--- src/design/spqr_pkg.sv ---
package spqr_pkg;

  // Default word format: signed fixed point, WORD_BITS wide, FRAC_BITS fraction bits
  localparam int SPQR_WORD_BITS = 32;
  localparam int SPQR_FRAC_BITS = 16;

endpackage

--- src/design/spqr_div_cell.sv ---
module spqr_div_cell
  import spqr_pkg::*;
#(
  parameter int NW    = SPQR_WORD_BITS + 2 + SPQR_FRAC_BITS,
  parameter int DENW  = SPQR_WORD_BITS + 1,
  parameter int TAG_W = 2
) (
  input  logic             clk,
  input  logic             en,
  input  logic [NW-1:0]    num_i,
  input  logic [NW-1:0]    quo_i,
  input  logic [DENW-1:0]  rem_i,
  input  logic [DENW-1:0]  den_i,
  input  logic [TAG_W-1:0] tag_i,
  output logic [NW-1:0]    num_o,
  output logic [NW-1:0]    quo_o,
  output logic [DENW-1:0]  rem_o,
  output logic [DENW-1:0]  den_o,
  output logic [TAG_W-1:0] tag_o
);

  logic [DENW:0]   rem2;
  logic [DENW:0]   diff;
  logic            take;

  // Bring down the next numerator bit and try one subtraction
  always_comb begin
    rem2 = {rem_i, num_i[NW-1]};
    diff = rem2 - {1'b0, den_i};
    take = rem2 >= {1'b0, den_i};
  end

  // Advance the partial quotient to the next cell
  always_ff @(posedge clk) begin
    if (en) begin
      num_o <= {num_i[NW-2:0], 1'b0};
      quo_o <= {quo_i[NW-2:0], take};
      rem_o <= take ? diff[DENW-1:0] : rem2[DENW-1:0];
      den_o <= den_i;
      tag_o <= tag_i;
    end
  end

endmodule

--- config.mk ---
export PLATFORM = sky130hd
export DESIGN_NAME = spqr_div_cell
export DESIGN_NICKNAME = d
export VERILOG_FILES = /design/src/design/spqr_pkg.sv /design/src/design/spqr_div_cell.sv
export SDC_FILE = /design/constraint.sdc
export NUM_CORES = 1
export LEC_CHECK = 0
export BUFFER_PORTS_ARGS = -buffer_cell sky130_fd_sc_hd__clkbuf_2
export CORE_MARGIN = 2
export CORE_UTILIZATION = 40
export DETAILED_ROUTE_END_ITERATION = 10
export MAX_ROUTING_LAYER = met4
export PLACE_DENSITY = 0.71
export SLEW_MARGIN = 20
export SYNTH_ARGS = -nofsm -noshare
export SYNTH_HDL_FRONTEND = slang
export SYNTH_SLANG_ARGS = --single-unit
--- constraint.sdc ---
create_clock -name clk -period 5.3 [get_ports clk]
set_clock_uncertainty 0.15 [all_clocks]
set_input_delay 0.53 -clock clk [delete_from_list [all_inputs] [get_ports clk]]
set_output_delay 0.53 -clock clk [all_outputs]
set_load 0.02 [all_outputs]
### After elaboration in Yosys (flattened, before gate mapping)

Index checks and enable logic that the tools add are counted.
Widths: inputs -> output; s select.

| word-level totals | value |
|---|---|
| bits in read-only memories | 0 |
| output and inout port bits | 168 |
| logic and storage cells | 8 |
| bits of input ports | 170 |
| RAM bits | 0 |
| latch bits | 0 |
| memories | 0 |
| register bits | 167 |

| cells by class | value |
|---|---|
| shift-type cells | 0 |
| equal/unequal tests | 0 |
| reduce and logical (&&, ||, !) cells | 0 |
| $add $sub $neg | 1 |
| bitwise operators | 0 |
| mux-type cells | 1 |
| $lt $le $gt $ge | 1 |
| multiply operators | 0 |
| divide/modulo/power cells | 0 |

Operator list:

| operator | number |
|---|---|
| $ge 34x33->1 | 1 |
| $mux 33 | 1 |
| $sub 33x33->33 | 1 |

### Depth between registers and ports, before layout

| logic depth | value |
|---|---|
| word-level depth | 2 |
| gate-level depth with buffers | 14 |
| gate-level depth less buffers | 12 |

### Worst setup path after synthesis

No wires, ideal clock.

| timing | value |
|---|---|
| path kind | input port to flip-flop |
| start | in num_i[49] |
| end | reg rem_o[1], data pin |
| stages | 12 |
| required time | 4.890 ns |
| slack | 2.052 ns |
| arrival | 2.838 ns |
| buffers on the path | 1 |
| library setup time | 0.260 ns |
| cells stage by stage | inv_1 -> ha_1 -> inv_1 -> fa_1 -> a21o_1 -> a221o_2 -> a21oi_2 -> o41a_4 -> o31ai_4 -> a41oi_2 -> buf_6 -> mux2_4 |

| between the ends | value |
|---|---|
| word-level cells in the longest chain between the ends | 2 |
| elaborated cells between the ends (all ways) | 3 |
| those cells by class | 1 x add/sub; 1 x order compare; 1 x mux |

Ends and longest elaborated chain:

| item | line | source |
|---|---|---|
| start, declared | spqr_div_cell.sv:10 | `input logic [NW-1:0] num_i,` |
| $sub 33x33->33 or $ge 34x33->1 (tied branches) | spqr_div_cell.sv:29, spqr_div_cell.sv:30 |  |
| $mux 33 * | spqr_div_cell.sv:38 | `rem_o <= take ? diff[DENW-1:0] : rem2[DENW-1:0];` |
| end signal, assigned | spqr_div_cell.sv:38 |  |
| end, declared | spqr_div_cell.sv:17 | `output logic [DENW-1:0] rem_o,` |

Every way passes the cells marked *; elsewhere a longest branch is shown, timed or not.
A chain may end at the register's enable or synchronous reset.

### Worst setup path in the final report

Ends and elaborated chain as after synthesis.

==> metrics.txt <==
Post-route DRC 0; critical path's top delay family compound AO/OA/AOI/OAI gates; setup tns final 0 ns; routed vias/inst 4.952; WHS 0.1276 ns; CP Buf/Inv Count 4; Hold EP tag_o[1]$_DFFE_PP_; hold_buf cts 0; Yosys top cell area share 0.6749; largest net degree at the start of global routing 91; Post-Syn Area 7431 µm²; worst-path fanout max 21; register area share after synthesis 0.6749; Min-Delay Path Class input pin to flip-flop; first-pass GRT wire length 28790 µm; leakage 0.004451 µW; I/O Pins 338; crit path cell chain clkbuf_2 -> inv_1 -> ha_1 -> inv_1 -> fa_1 -> a21o_1 -> a221o_2 -> a21oi_2 -> o41a_4 -> o31ai_4 -> a41oi_4 -> buf_4 -> mux2_4; Clock Path Buffers 2; nets 1081; H-tree levels 4; Mapped Nets 739; cell accounting for the most synthesized area edfxtp_1; most common flop cell mapped by yosys edfxtp_1; critical path's largest stage delay 0.43 ns; Slew HR 0.4638; Synth warnings 0; row count 49; Fmax achieved 282.2 MHz; number of synthesized flops with an enable pin 167; Num Clock Sinks 167; CTS Buf Count 17; Starting Density 0.4109; die area 19680 µm²; Worst-Margin Slew 0.8044 ns; final hold violation count 0; count of pins over their slew limit 0; Worst VDD drop 0.0001822 V; Netlist cell types 53; Avg Cell Area, Syn 13.89 µm²; GR Overflow Total 0; final wirelength 19110 µm; PortBufs 335; first-pass detailed-route iteration total 4; post-cts sizing count 0; WP data required 5.32 ns; Die X-Extent 140.3 µm; vias in the first global route 5341; Max-Cap Viols 0; Async SR Flop Fraction 0; Power per Cell Area 355.8 nW/µm²; Worst EP arrival 3.56 ns; Critical Path Source Type input pin; WL per Instance 17.06 µm; Cells after Synth 535; vias 5546; Root Buffer clkbuf_16; count leader, synth edfxtp_1; setup bufs post-CTS 0; Crit. End Element flip-flop; FF+latch count, synth 167; status completed; Final period util 0.6687; largest cells by area after synthesis edfxtp_1 (67%), ha_1 (5.6%), nand2_1 (2.9%); antenna violations before repair 1; HPWL after detailed placement 14950 µm; CP Class input pin to flip-flop; drt first-iter violations 224; Area Growth Syn to Fin 33.56%; Antenna Nets Post-Route 0; RSZ-0062 raised after global routing false; GPL Wtd Cong 0.8673; Slowest-stage cell, CP a41oi_4; Worst Hold Launch tag_i[1]; CTS tree yes; Final Critical Period 3.544 ns; final setup vio count 0; share of cells above drive strength 1 0.4461; Die Y 140.3 µm; Reg clk slew, reported paths 0.07 ns; overall global routing resource usage 0.1969; Most common cell on crit path inv_1; Core Region 18090 µm²; hold path cells 1; most common library cells after synthesis edfxtp_1 (167), nand2_1 (58), inv_1 (43)
[placed cells by master (no fill, tap or decap), types with 5 or more instances in the layout]
master	Yosys	routed
nand3_1	8	8
inv_1	43	43
o21ai_2	18	18
clkbuf_2	0	334
nor2_1	15	15
nor3_1	5	5
o21ai_0	26	26
xnor2_1	16	16
ha_1	33	33
xor2_1	12	12
nand2_1	58	58
a21oi_1	34	34
o31ai_1	5	5
clkbuf_16	0	17
and3_1	7	7
o21bai_1	8	8
inv_8	0	5
a21o_1	10	10
edfxtp_1	167	167
[metal layers]
layer	track usage	vias to the layer above	wire length, µm
met2	0.3393	203	9957
li1	-	2686	-
met3	0.04547	30	1177
met5	-	-	0
met4	0.08719	0	495
met1	0.2188	2627	7481
[worst max-delay path by stage]
| stage | startpoint | end | slack (ns) | cells past startpoint |
|---|---|---|---|---|
| 2_1_floorplan | num_i[49] | rem_o[1]$_DFFE_PP_ | 2.05 | 12 |
| 3_3_place_gp | num_i[49] | rem_o[1]$_DFFE_PP_ | 1.35 | 13 |
| 3_5_place_dp | num_i[49] | rem_o[1]$_DFFE_PP_ | 1.32 | 13 |
| 4_1_cts | num_i[49] | rem_o[1]$_DFFE_PP_ | 1.77 | 13 |
| 5_1_grt | num_i[49] | rem_o[1]$_DFFE_PP_ | 1.61 | 13 |
| 6_report | num_i[49] | rem_o[1]$_DFFE_PP_ | 1.76 | 13 |
[per-stage QoR]
stage                     worst slack [ns]  std cells  power [µW]  instance area, µm²    util
after floorplan                      2.052        535        2086                7431       -
after global placement               1.350       1087        2346                9344  0.5166
after detailed placement             1.322       1087        2358                9344  0.5166
after CTS                            1.766       1119        3572                9922  0.5486
after global routing                 1.614       1120        3681                9925  0.5487
final                                1.756       1120        3531                9925  0.5487
[registers in the layout (all words and copies together) (netlist names)]
signal  count
rem_o      33
den_o      33
num_o      49
tag_o       2
quo_o      50
[cell families after synthesis]
logic type | synth area share
compound gates | 0.1290
xor+xnor | 0.03300
fa+ha+maj | 0.05826
buf+inv | 0.03654
flops | 0.6749
mux | 0.002020
other cells | 0.0005047
simple gates | 0.06583
[power breakdown]
group	switching [µW]	total [µW]	internal, µW
combinational	442	691	249
clock	579	1210	629
sequential	30.2	1630	1600
[layout make-up]
type                            instances  area (µm²)
Inverter                               43       161.4
Tap cell                              229       286.5
Sequential cell                       167        5015
Clock buffer                           17       425.4
Clock inverter                         15       152.6
Multi-Input combinational cell        309        2156
Fill cell                            1552        8162
Antenna cell                            1       2.502
Timing Repair Buffer                  339        1725
(Power assumes the default switching activity.)
